<file path="src/sv/pidaw_pkg.sv">
// Package for the PID controller with back-calculation anti-windup.
// Holds widths, register and status codes, the control word layout and
// the microcode table. It depends on nothing else.
package pidaw_pkg;

    localparam int unsigned INTEG_LIMIT_DEF = 80;
    localparam int TS_Q016    = 1376;
    localparam int INV_TS_Q88 = 12190;

    localparam int MEAS_W     = 16;
    localparam int GAIN_W     = 16;
    localparam int LIMIT_W    = 8;
    localparam int DRIVE_W    = 8;
    localparam int SAT_W      = 2;
    localparam int ACC_W      = 40;
    localparam int PROD_W     = 48;
    localparam int MUL_A_W    = 34;
    localparam int MUL_B_W    = 17;
    localparam int FRAC_W     = 16;
    localparam int STEP_W     = 4;
    localparam int CFG_IDX_W  = 3;
    localparam int CFG_DATA_W = 16;

    localparam logic [CFG_IDX_W-1:0] REG_PROP_GAIN     = 3'd0;
    localparam logic [CFG_IDX_W-1:0] REG_INTEG_GAIN    = 3'd1;
    localparam logic [CFG_IDX_W-1:0] REG_DERIV_GAIN    = 3'd2;
    localparam logic [CFG_IDX_W-1:0] REG_TARGET_LEVEL  = 3'd3;
    localparam logic [CFG_IDX_W-1:0] REG_DRIVE_FLOOR   = 3'd4;
    localparam logic [CFG_IDX_W-1:0] REG_DRIVE_CEILING = 3'd5;

    localparam logic [LIMIT_W-1:0] CEILING_RESET = 8'd100;

    localparam logic [STEP_W-1:0] ST_FETCH  = 4'd0;
    localparam logic [STEP_W-1:0] ST_PMUL   = 4'd1;
    localparam logic [STEP_W-1:0] ST_IMUL   = 4'd2;
    localparam logic [STEP_W-1:0] ST_TSMUL  = 4'd3;
    localparam logic [STEP_W-1:0] ST_INTEG  = 4'd4;
    localparam logic [STEP_W-1:0] ST_DMUL   = 4'd5;
    localparam logic [STEP_W-1:0] ST_PDSUM  = 4'd6;
    localparam logic [STEP_W-1:0] ST_DECIDE = 4'd7;
    localparam logic [STEP_W-1:0] ST_EMIT   = 4'd8;

    typedef enum logic [1:0] {
        SAT_NONE  = 2'd0,
        SAT_CEIL  = 2'd1,
        SAT_FLOOR = 2'd2
    } sat_code_t;

    typedef enum logic [2:0] {
        M_NONE,
        M_PG_ERR,
        M_IG_ERR,
        M_STEP_TS,
        M_DG_DIFF,
        M_D_INV
    } mul_op_t;

    typedef enum logic [2:0] {
        A_NONE,
        A_FETCH,
        A_SAVEP,
        A_INTEG,
        A_PDSUM,
        A_DECIDE,
        A_BACK
    } alu_op_t;

    typedef enum logic [1:0] {
        J_NEXT,
        J_FETCH,
        J_EMIT
    } jmp_t;

    typedef struct packed {
        mul_op_t             mul_op;
        alu_op_t             alu_op;
        jmp_t                jmp;
        logic [STEP_W-1:0]   target;
    } ctrl_t;

    typedef struct packed {
        ctrl_t word;
        logic  go;
    } seq_ctl_t;

    typedef struct packed {
        logic signed [GAIN_W-1:0] prop_gain;
        logic signed [GAIN_W-1:0] integ_gain;
        logic signed [GAIN_W-1:0] deriv_gain;
        logic [MEAS_W-1:0]        target_level;
        logic [LIMIT_W-1:0]       drive_floor;
        logic [LIMIT_W-1:0]       drive_ceiling;
    } cfg_t;

    function automatic ctrl_t ucode(input logic [STEP_W-1:0] step);
        ctrl_t w;
        w = '{mul_op: M_NONE, alu_op: A_NONE, jmp: J_FETCH, target: ST_FETCH};
        case (step)
            ST_FETCH:  w = '{M_NONE,    A_FETCH,  J_FETCH, ST_FETCH};
            ST_PMUL:   w = '{M_PG_ERR,  A_NONE,   J_NEXT,  ST_FETCH};
            ST_IMUL:   w = '{M_IG_ERR,  A_SAVEP,  J_NEXT,  ST_FETCH};
            ST_TSMUL:  w = '{M_STEP_TS, A_NONE,   J_NEXT,  ST_FETCH};
            ST_INTEG:  w = '{M_DG_DIFF, A_INTEG,  J_NEXT,  ST_FETCH};
            ST_DMUL:   w = '{M_D_INV,   A_NONE,   J_NEXT,  ST_FETCH};
            ST_PDSUM:  w = '{M_NONE,    A_PDSUM,  J_NEXT,  ST_FETCH};
            ST_DECIDE: w = '{M_NONE,    A_DECIDE, J_NEXT,  ST_FETCH};
            ST_EMIT:   w = '{M_NONE,    A_BACK,   J_EMIT,  ST_FETCH};
            default:   w = '{M_NONE,    A_NONE,   J_EMIT,  ST_FETCH};
        endcase
        return w;
    endfunction

endpackage

</file>
<file path="src/sv/pidaw_sequencer.sv">
// Microcode sequencer: step counter, control store lookup and jump logic.
// Depends on pidaw_pkg for the control word and the microcode table.
module pidaw_sequencer (
    input  logic                aclk,
    input  logic                aresetn,
    input  logic                s_accept,
    input  logic                s_func,
    input  logic                out_busy,
    output pidaw_pkg::seq_ctl_t ctl,
    output logic                s_ready
);
    import pidaw_pkg::*;

    logic [STEP_W-1:0] step_reg;
    logic [STEP_W-1:0] step_next;
    ctrl_t             word;
    logic              go;

    always_comb begin
        word      = ucode(step_reg);
        go        = 1'b0;
        step_next = step_reg;
        case (word.jmp)
            J_NEXT: begin
                go        = 1'b1;
                step_next = step_reg + 1'b1;
            end
            J_FETCH: begin
                go = s_accept;
                if (s_accept && !s_func) begin
                    step_next = step_reg + 1'b1;
                end
            end
            J_EMIT: begin
                go = !out_busy;
                if (!out_busy) begin
                    step_next = word.target;
                end
            end
            default: begin
                go        = 1'b0;
                step_next = ST_FETCH;
            end
        endcase
    end

    always_ff @(posedge aclk) begin
        if (!aresetn) begin
            step_reg <= ST_FETCH;
        end else begin
            step_reg <= step_next;
        end
    end

    assign s_ready = (word.jmp == J_FETCH);
    assign ctl     = '{word: word, go: go};

endmodule

</file>
<file path="src/sv/pidaw_datapath.sv">
// Datapath of the PID controller: shared multiplier, integral, limits and
// the output register. Driven by the control word from pidaw_sequencer.
// Depends on pidaw_pkg.
module pidaw_datapath #(
    parameter int unsigned INTEG_LIMIT = pidaw_pkg::INTEG_LIMIT_DEF
) (
    input  logic                                  aclk,
    input  logic                                  aresetn,
    input  pidaw_pkg::seq_ctl_t                   ctl,
    input  pidaw_pkg::cfg_t                       cfg,
    input  logic                                  s_func,
    input  logic [pidaw_pkg::MEAS_W-1:0]          s_meas,
    input  logic                                  m_ready,
    output logic                                  m_valid,
    output logic [pidaw_pkg::DRIVE_W-1:0]         m_drive,
    output logic [pidaw_pkg::SAT_W-1:0]           m_sat,
    output logic                                  out_busy
);
    import pidaw_pkg::*;

    localparam int SUM_W = PROD_W + 1;
    localparam int INT_W = ACC_W + 2;
    localparam int LIM_W = LIMIT_W + FRAC_W;
    localparam logic signed [INT_W-1:0] LIM_POS = INT_W'(INTEG_LIMIT) <<< FRAC_W;
    localparam logic signed [INT_W-1:0] LIM_NEG = -LIM_POS;
    localparam logic signed [SUM_W-1:0] ACC_MAX = SUM_W'((64'sd1 <<< (ACC_W - 1)) - 1);
    localparam logic signed [SUM_W-1:0] ACC_MIN = -ACC_MAX - SUM_W'(1);

    logic signed [MEAS_W-1:0]  err_reg, last_reg;
    logic signed [ACC_W-1:0]   acc_reg;
    logic signed [PROD_W-1:0]  prod_reg, p_reg, pd_reg;
    logic [DRIVE_W-1:0]        drive_reg;
    logic [SAT_W-1:0]          sat_reg;
    logic [LIM_W-1:0]          lim_sel_reg;
    logic                      m_valid_reg;
    logic [DRIVE_W-1:0]        m_drive_reg;
    logic [SAT_W-1:0]          m_sat_reg;

    logic signed [MUL_A_W-1:0]         mul_a;
    logic signed [MUL_B_W-1:0]         mul_b;
    logic signed [MUL_A_W+MUL_B_W-1:0] prod_full;
    logic signed [ACC_W-1:0]           integ_step;
    logic signed [INT_W-1:0]           integ_sum;
    logic signed [ACC_W-1:0]           integ_clamped;
    logic signed [SUM_W-1:0]           total;
    logic signed [SUM_W-1:0]           hi_lim, lo_lim;
    logic signed [SUM_W-1:0]           back;
    logic signed [ACC_W-1:0]           back_sat;
    logic                              fire;

    assign fire = ctl.go;

    always_comb begin
        mul_a = '0;
        mul_b = '0;
        case (ctl.word.mul_op)
            M_PG_ERR: begin
                mul_a = MUL_A_W'(cfg.prop_gain);
                mul_b = MUL_B_W'(err_reg);
            end
            M_IG_ERR: begin
                mul_a = MUL_A_W'(cfg.integ_gain);
                mul_b = MUL_B_W'(err_reg);
            end
            M_STEP_TS: begin
                mul_a = prod_reg[MUL_A_W-1:0];
                mul_b = MUL_B_W'(TS_Q016);
            end
            M_DG_DIFF: begin
                mul_a = MUL_A_W'(cfg.deriv_gain);
                mul_b = MUL_B_W'(err_reg) - MUL_B_W'(last_reg);
            end
            M_D_INV: begin
                mul_a = prod_reg[MUL_A_W-1:0];
                mul_b = MUL_B_W'(INV_TS_Q88);
            end
            default: begin
                mul_a = '0;
                mul_b = '0;
            end
        endcase
    end

    assign prod_full = mul_a * mul_b;

    always_comb begin
        integ_step = ACC_W'(prod_reg >>> 8);
        integ_sum  = INT_W'(acc_reg) + INT_W'(integ_step);
        if (integ_sum > LIM_POS) begin
            integ_clamped = ACC_W'(LIM_POS);
        end else if (integ_sum < LIM_NEG) begin
            integ_clamped = ACC_W'(LIM_NEG);
        end else begin
            integ_clamped = ACC_W'(integ_sum);
        end
    end

    always_comb begin
        total  = SUM_W'(pd_reg) + SUM_W'(acc_reg);
        hi_lim = $signed({{(SUM_W-LIM_W){1'b0}}, cfg.drive_ceiling, {FRAC_W{1'b0}}});
        lo_lim = $signed({{(SUM_W-LIM_W){1'b0}}, cfg.drive_floor, {FRAC_W{1'b0}}});
        back   = $signed({{(SUM_W-LIM_W){1'b0}}, lim_sel_reg}) - SUM_W'(pd_reg);
        if (back > ACC_MAX) begin
            back_sat = ACC_W'(ACC_MAX);
        end else if (back < ACC_MIN) begin
            back_sat = ACC_W'(ACC_MIN);
        end else begin
            back_sat = ACC_W'(back);
        end
    end

    always_ff @(posedge aclk) begin
        if (ctl.word.mul_op != M_NONE) begin
            prod_reg <= prod_full[PROD_W-1:0];
        end
        if (fire) begin
            case (ctl.word.alu_op)
                A_FETCH: begin
                    if (!s_func) begin
                        err_reg <= cfg.target_level - s_meas;
                    end
                end
                A_SAVEP: p_reg <= {prod_reg[PROD_W-9:0], 8'b0};
                A_PDSUM: pd_reg <= p_reg + prod_reg;
                A_DECIDE: begin
                    if (total > hi_lim) begin
                        drive_reg   <= cfg.drive_ceiling;
                        sat_reg     <= SAT_CEIL;
                        lim_sel_reg <= {cfg.drive_ceiling, {FRAC_W{1'b0}}};
                    end else if (total < lo_lim) begin
                        drive_reg   <= cfg.drive_floor;
                        sat_reg     <= SAT_FLOOR;
                        lim_sel_reg <= {cfg.drive_floor, {FRAC_W{1'b0}}};
                    end else begin
                        drive_reg   <= total[FRAC_W+DRIVE_W-1:FRAC_W];
                        sat_reg     <= SAT_NONE;
                    end
                end
                A_BACK: begin
                    m_drive_reg <= drive_reg;
                    m_sat_reg   <= sat_reg;
                end
                default: begin
                end
            endcase
        end
    end

    always_ff @(posedge aclk) begin
        if (!aresetn) begin
            acc_reg     <= '0;
            last_reg    <= '0;
            m_valid_reg <= 1'b0;
        end else begin
            if (fire && (ctl.word.alu_op == A_BACK)) begin
                m_valid_reg <= 1'b1;
            end else if (m_ready) begin
                m_valid_reg <= 1'b0;
            end
            if (fire) begin
                case (ctl.word.alu_op)
                    A_FETCH: begin
                        if (s_func) begin
                            acc_reg  <= '0;
                            last_reg <= '0;
                        end
                    end
                    A_INTEG: acc_reg <= integ_clamped;
                    A_PDSUM: last_reg <= err_reg;
                    A_BACK: begin
                        if (sat_reg != SAT_NONE) begin
                            acc_reg <= back_sat;
                        end
                    end
                    default: begin
                    end
                endcase
            end
        end
    end

    assign out_busy = m_valid_reg && !m_ready;
    assign m_valid  = m_valid_reg;
    assign m_drive  = m_drive_reg;
    assign m_sat    = m_sat_reg;

endmodule

</file>
<file path="src/sv/pid_antiwindup_controller.sv">
// PID controller with back-calculation anti-windup.
// Holds the configuration registers and ties the sequencer to the datapath.
// Depends on pidaw_pkg, pidaw_sequencer and pidaw_datapath.
//
// Usage: configuration writes arrive on cfg_valid/cfg_ready with a register
// index and data; cfg_ready is always high and unknown indexes are dropped.
// Requests enter on the s_ channel: s_tuser is the function flag (compute or
// clear) and s_tdata the measurement. A compute request yields one result
// on the m_ channel, with the drive value in m_tdata and the saturation
// status in m_tuser; a clear request resets the integral and the stored
// error and yields no result.
// A compute request runs a nine-step microprogram that shares one multiplier
// over five products; a new request is accepted only after the last step.
// A clear request is handled within the fetch step itself.
// The result sits in an output register; the next request may be accepted
// while it waits, but the last step stalls until the receiver has taken it.
// Reset clears the integral, the stored error and the step counter, sets
// the gains, setpoint and floor to zero and the ceiling to 100.
module pid_antiwindup_controller #(
    parameter int unsigned INTEG_LIMIT = pidaw_pkg::INTEG_LIMIT_DEF
) (
    input  logic                                 aclk,
    input  logic                                 aresetn,
    input  logic                                 s_tvalid,
    output logic                                 s_tready,
    input  logic [15:0]                          s_tdata,  // measured[15:0]
    input  logic                                 s_tuser,  // func[0]
    output logic                                 m_tvalid,
    input  logic                                 m_tready,
    output logic [7:0]                           m_tdata,  // drive[7:0]
    output logic [1:0]                           m_tuser,  // sat_state[1:0]
    input  logic                                 cfg_valid,
    output logic                                 cfg_ready,
    input  logic [pidaw_pkg::CFG_IDX_W-1:0]      cfg_index,
    input  logic [pidaw_pkg::CFG_DATA_W-1:0]     cfg_data
);
    import pidaw_pkg::*;

    cfg_t     cfg_reg;
    seq_ctl_t ctl;
    logic     s_accept;
    logic     out_busy;

    assign cfg_ready = 1'b1;
    assign s_accept  = s_tvalid && s_tready;

    always_ff @(posedge aclk) begin
        if (!aresetn) begin
            cfg_reg.prop_gain     <= '0;
            cfg_reg.integ_gain    <= '0;
            cfg_reg.deriv_gain    <= '0;
            cfg_reg.target_level  <= '0;
            cfg_reg.drive_floor   <= '0;
            cfg_reg.drive_ceiling <= CEILING_RESET;
        end else if (cfg_valid && cfg_ready) begin
            case (cfg_index)
                REG_PROP_GAIN:     cfg_reg.prop_gain     <= cfg_data;
                REG_INTEG_GAIN:    cfg_reg.integ_gain    <= cfg_data;
                REG_DERIV_GAIN:    cfg_reg.deriv_gain    <= cfg_data;
                REG_TARGET_LEVEL:  cfg_reg.target_level  <= cfg_data;
                REG_DRIVE_FLOOR:   cfg_reg.drive_floor   <= cfg_data[LIMIT_W-1:0];
                REG_DRIVE_CEILING: cfg_reg.drive_ceiling <= cfg_data[LIMIT_W-1:0];
                default: begin
                end
            endcase
        end
    end

    pidaw_sequencer u_seq (
        .aclk     (aclk),
        .aresetn  (aresetn),
        .s_accept (s_accept),
        .s_func   (s_tuser),
        .out_busy (out_busy),
        .ctl      (ctl),
        .s_ready  (s_tready)
    );

    pidaw_datapath #(
        .INTEG_LIMIT (INTEG_LIMIT)
    ) u_dp (
        .aclk     (aclk),
        .aresetn  (aresetn),
        .ctl      (ctl),
        .cfg      (cfg_reg),
        .s_func   (s_tuser),
        .s_meas   (s_tdata),
        .m_ready  (m_tready),
        .m_valid  (m_tvalid),
        .m_drive  (m_tdata),
        .m_sat    (m_tuser),
        .out_busy (out_busy)
    );

endmodule
</file>
<file path="config.mk">
export PLATFORM = sky130hd
export DESIGN_NAME = pid_antiwindup_controller
export DESIGN_NICKNAME = d
export VERILOG_FILES = /design/src/sv/pidaw_pkg.sv /design/src/sv/pidaw_sequencer.sv /design/src/sv/pidaw_datapath.sv /design/src/sv/pid_antiwindup_controller.sv
export SDC_FILE = /design/constraint.sdc
export NUM_CORES = 2
export LEC_CHECK = 0
export BUFFER_PORTS_ARGS = -buffer_cell sky130_fd_sc_hd__buf_2
export CORE_ASPECT_RATIO = 0.5
export CORE_UTILIZATION = 40
export DETAILED_ROUTE_END_ITERATION = 7
export HOLD_SLACK_MARGIN = 0.05
export PLACE_DENSITY = 0.58
export SLEW_MARGIN = 20
export SYNTH_ARGS = -nofsm -noshare
export SYNTH_HDL_FRONTEND = slang
export SYNTH_HIERARCHICAL = 1
export SYNTH_SLANG_ARGS = --single-unit
</file>
<file path="constraint.sdc">
create_clock -name aclk -period 9.57 [get_ports aclk]
set_input_delay 0.957 -clock aclk [delete_from_list [all_inputs] [get_ports aclk]]
set_output_delay 0.957 -clock aclk [all_outputs]
set_load 0.02 [all_outputs]
</file>
Yosys cells after proc, flatten, opt, wreduce, memory -nomap -nowiden. Memories as Yosys holds them, arrays and structs flattened. A register that Yosys moved wholly into a read port is not among the register bits. Cells that the tools add are included.

Flip-flop bits (word level): 321. Input bits: 41. Memories: 1. Output and inout bits: 13. ROM bits: 128.

$lt $le $gt $ge: 6. Multiplexer cells: 24. Bitwise operators: 1. Multiply operators: 1. Add/subtract/negate cells: 7. Eq/ne operators: 22. Reductions and logical operators: 32.

Memory list: (name not given) (words 16, bits a word 8, rd ports 1, clocked after Yosys merged registers in 1, wr ports 0, line pidaw_pkg.sv:98) `case (step)`.

Operator list (number): $mux W40 (6); $pmux W34 S4 (1); $pmux W40 S3 (1); $pmux W17 S4 (1); $add A48 B40 Y49 (1); $gt A49 B25 Y1 (1); $gt A49 B40 Y1 const B (1); $lt A49 B25 Y1 (1); $lt A49 B40 Y1 const B (1); $sub A25 B48 Y49 (1); $add A48 B48 Y48 (1); $mul A34 B17 Y48 (1); $mux W24 (2); $gt A42 B24 Y1 const B (1); $lt A42 B24 Y1 const B (1); $add A40 B40 Y41 (1); $pmux W16 S2 (1); $reduce_and A2 Y1 (11); $eq A3 B3 Y1 const B (7); $eq A3 B2 Y1 const B (6); $sub A16 B16 Y17 (1); $mux W16 (1); $mux W4 (4); $mux W8 (2); 21 further kinds (38).

Longest topological paths before layout.
Depth after elaboration: 7. Depth in mapped cells: 39. Mapped depth without buffers: 38.

Modules after synthesis. The synthesis kept the hierarchy.

Modules (own cells, without submodules): pidaw_datapath (area each 39014.9 sq um, instances 1, cells each 4526, seq. area each 6546.3 sq um); pid_antiwindup_controller (area each 2981.6 sq um, instances 1, cells each 290, seq. area each 1601.5 sq um); pidaw_sequencer (area each 609.3 sq um, instances 1, cells each 58, seq. area each 240.2 sq um).

Least setup slack after synthesis. Ideal clock, no wire load.

Path kind: flip-flop to flip-flop. From: reg u_dp.err_reg[1]. To: reg u_dp.prod_reg[47] (data pin). Path slack: 339 ps. Cell stages (with the launch flop): 36. Arrival: 8964 ps. Path buffers: 2. Required time: 9304 ps. Path through: edfxtp_1 ha_1 nor2b_1 o21ai_0 a21boi_0 o211ai_1 a21oi_1 nor3_1 nor3_1 a2111oi_0 mux2i_1 and2_1 clkbuf_1 clkbuf_1 nor2_1 fa_1 fa_1 fa_1 fa_1 fa_1 inv_1 fa_1 inv_1 ha_1 nand3_1 nor2b_1 a2111oi_0 o21a_1 o21ai_0 o21ai_0 a21oi_1 a211oi_1 a21oi_1 a311o_1 a311oi_1 xor2_1.

Word-level cells in the longest chain between the ends: 3.

Ends and longest elaborated chain: start: declaration (line pidaw_datapath.sv:29) `logic signed [MEAS_W-1:0] err_reg, last_reg;`; start signal: assignment (line pidaw_datapath.sv:120) `err_reg <= cfg.target_level - s_meas;`; $sub A16 B16 Y17 (line pidaw_datapath.sv:71) `mul_b = MUL_B_W'(err_reg) - MUL_B_W'(last_reg);`; $pmux W17 S4 (*) (line pidaw_datapath.sv:56) `case (ctl.word.mul_op)`; $mul A34 B17 Y48 (*) (line pidaw_datapath.sv:84) `assign prod_full = mul_a * mul_b;`; via u_dp.prod_full[47] (line pidaw_datapath.sv:41) `logic signed [MUL_A_W+MUL_B_W-1:0] prod_full;`; end signal: assignment (line pidaw_datapath.sv:114) `prod_reg <= prod_full[PROD_W-1:0];`; end: declaration (line pidaw_datapath.sv:31) `logic signed [PROD_W-1:0] prod_reg, p_reg, pd_reg;`.

The timed path passes the listed nets; every way through them passes the cells marked *. A chain may end at the register's enable or synchronous reset.

Worst setup path after layout.
From: reg u_dp.err_reg[0]. To: reg u_dp.prod_reg[46] (data pin).

The elaborated chain is that of the path after synthesis.

==> metrics.txt <==
outcome=completed; reg2reg path depth=40; GRT overflow=0; PwrDens=200 mW/mm²; Max Fclk=0.109 GHz; Sequential Power Share=0.242; switching fraction of total power=0.489; Hold Crit Start=u_dp/drive_reg[6]; Clock Pin Slew Worst Setup and Hold Paths=0.06 ns; Syn Area/Cell=between 8 and 9 µm²; DR pass1 iterations=7; fin crit share=0.956; Crit. End Element=register; cell area after layout=0.0465 mm²; Mapped Area=0.0426 mm²; max-cap violations=0; final core utilization=0.442; CP peak stage delay=0.55 ns; Worst Skew=0.0283 ns; Pleak=0.0221 µW; Max Root-Sink Buffers=3; most frequent cells in the layout=inv_1, nand2_1, fa_1; Fin. Hold Viols=0; most common cell after layout, fill and taps aside=inv_1; Rows=84; cts bufs inserted=39; ratio of cells with drive above 1 in the final layout=0.0740; CTS tree=yes; Post-Synthesis Cells=about 5,000; r2r setup slk=0.43 ns; DIE WIDTH=463 µm; post-route minimum period=between 9 and 10 ns; number of clock sinks=329; DP Wirelength=110 mm; initial antenna violation count=3; I/O Buffers=52; Synth Net Count=roughly 5,700; Synth Warn #=6; sw power=4560 µW; Die Ht=around 230 µm; crit path launch type=register; FF-to-FF Start=u_dp/err_reg[0]; Arrival @ worst endpoint=roughly 9.4 ns; worst hold slack=0.421 ns; global placer's final weighted congestion=approximately 0.95; max reg flops=80; Max VDD drop=~0.00012 V; DRT antenna net count=0; GRT Total Usage=0.249; number of global-route vias before repair=between 30,000 and 40,000; Worst Hold Path Cells=0; ANT cells=0; Worst Tran Pin Value=1.04 ns; Vias=around 36,000; fin. max-slew vios=0; largest net degree at the start of global routing=96; postcts setup bufs=0; r2r endpoint=u_dp/prod_reg[46]; dpl cell area=0.0452 mm²; WL/cell=roughly 21 µm; Max-Slew Margin vs Limit=0.305; average via count per standard cell=roughly 5.6; final WL=135 mm; Clock Latency Late Sink=0.56 ns; I/O pins=54; nets@finish=5,802; Crit Path Class=register to register; CP max-delay cell=fa_1; htree depth=2; first-pass GRT wire length=207 mm; Pint=4760 µW; CORE AREA=~0.11 mm²; total die area=0.108 mm²; initial drt markers=3,143; Comb power frac=0.599; Critical Path Fanout Max=12; Initial Util=0.404; final setup vio count=0; clock network power share=0.159; most frequent CP cell=fa_1; area delta synth->final=9.34%; Req. time, crit path=9.85 ns; DRC Markers=0; Root Driver=clkbuf_16; Hold Crit Class=register to register; Worst Hold End=u_dp/m_drive[6]
metrics by stage:
step	total power, µW	std cells	setup WS (ns)	TNS (ns)
floorplan	5820	4869	0.339	0
global placement	7670	6306	-0.176	-0.237
detailed placement	7740	6306	-0.236	-0.548
CTS	9250	6377	0.0497	0
global route	9950	6377	-0.0106	-0.0106
finish	9320	6377	0.425	0
power by group through the flow:
| stage | Clock, µW | Sequential, µW | Combinational [µW] |
|---|---|---|---|
| 2_1_floorplan | 0 | 2020 | 3800 |
| 3_3_place_gp | 0 | 2270 | 5400 |
| 3_5_place_dp | 0 | 2270 | 5470 |
| 4_1_cts | 1510 | 2250 | 5500 |
| 5_1_grt | 1560 | 2270 | 6120 |
| 6_report | 1480 | 2260 | 5590 |
worst max-delay path: cells and delay by family, from the launching register on:
family	cells	cell delay [ns]
adder cells (fa/ha/maj)	9	3.82
AO/OA/AOI/OAI	15	2.75
buffers and inverters	9	1.18
AND/OR/NAND/NOR	6	0.57
flip-flops	1	0.38
XOR/XNOR	1	0.14
metal layers:
metal	GRT usage	vias up	wire length, µm
met4	0.0534	0	2790
met5	0	-	0
li1	-	16375	-
met1	0.368	17653	64200
met2	0.362	1354	54700
met3	0.0629	143	13000
cell type report:
type | count | area, µm²
clock buffers | 51 | 1070
clock inverters | 20 | 178
fillers | 10343 | 58800
inverters | 816 | 3070
multi-input cells | 3526 | 30500
flip-flops and latches | 329 | 8390
well taps | 1419 | 1780
repair buffers | 216 | 1580
what timing repair did:
item | CTS | global route
endpoints found under the setup margin | 5 | 9
hold buffers | 0 | 0
resized for setup | 7 | 17
pin swaps | 1 | 6
worst max-delay path by stage:
stage                          from                 to  slack [ns]  cells past startpoint
floorplan           u_dp/err_reg[1]  u_dp/prod_reg[47]        0.34                     35
global placement    u_dp/err_reg[1]  u_dp/prod_reg[47]       -0.18                     35
detailed placement  u_dp/err_reg[1]  u_dp/prod_reg[47]       -0.24                     35
CTS                 u_dp/err_reg[1]  u_dp/prod_reg[47]        0.05                     35
global route        u_dp/err_reg[1]  u_dp/prod_reg[46]       -0.01                     38
finish              u_dp/err_reg[0]  u_dp/prod_reg[46]        0.43                     40
No activity file was read; power rests on OpenSTA's default activity.
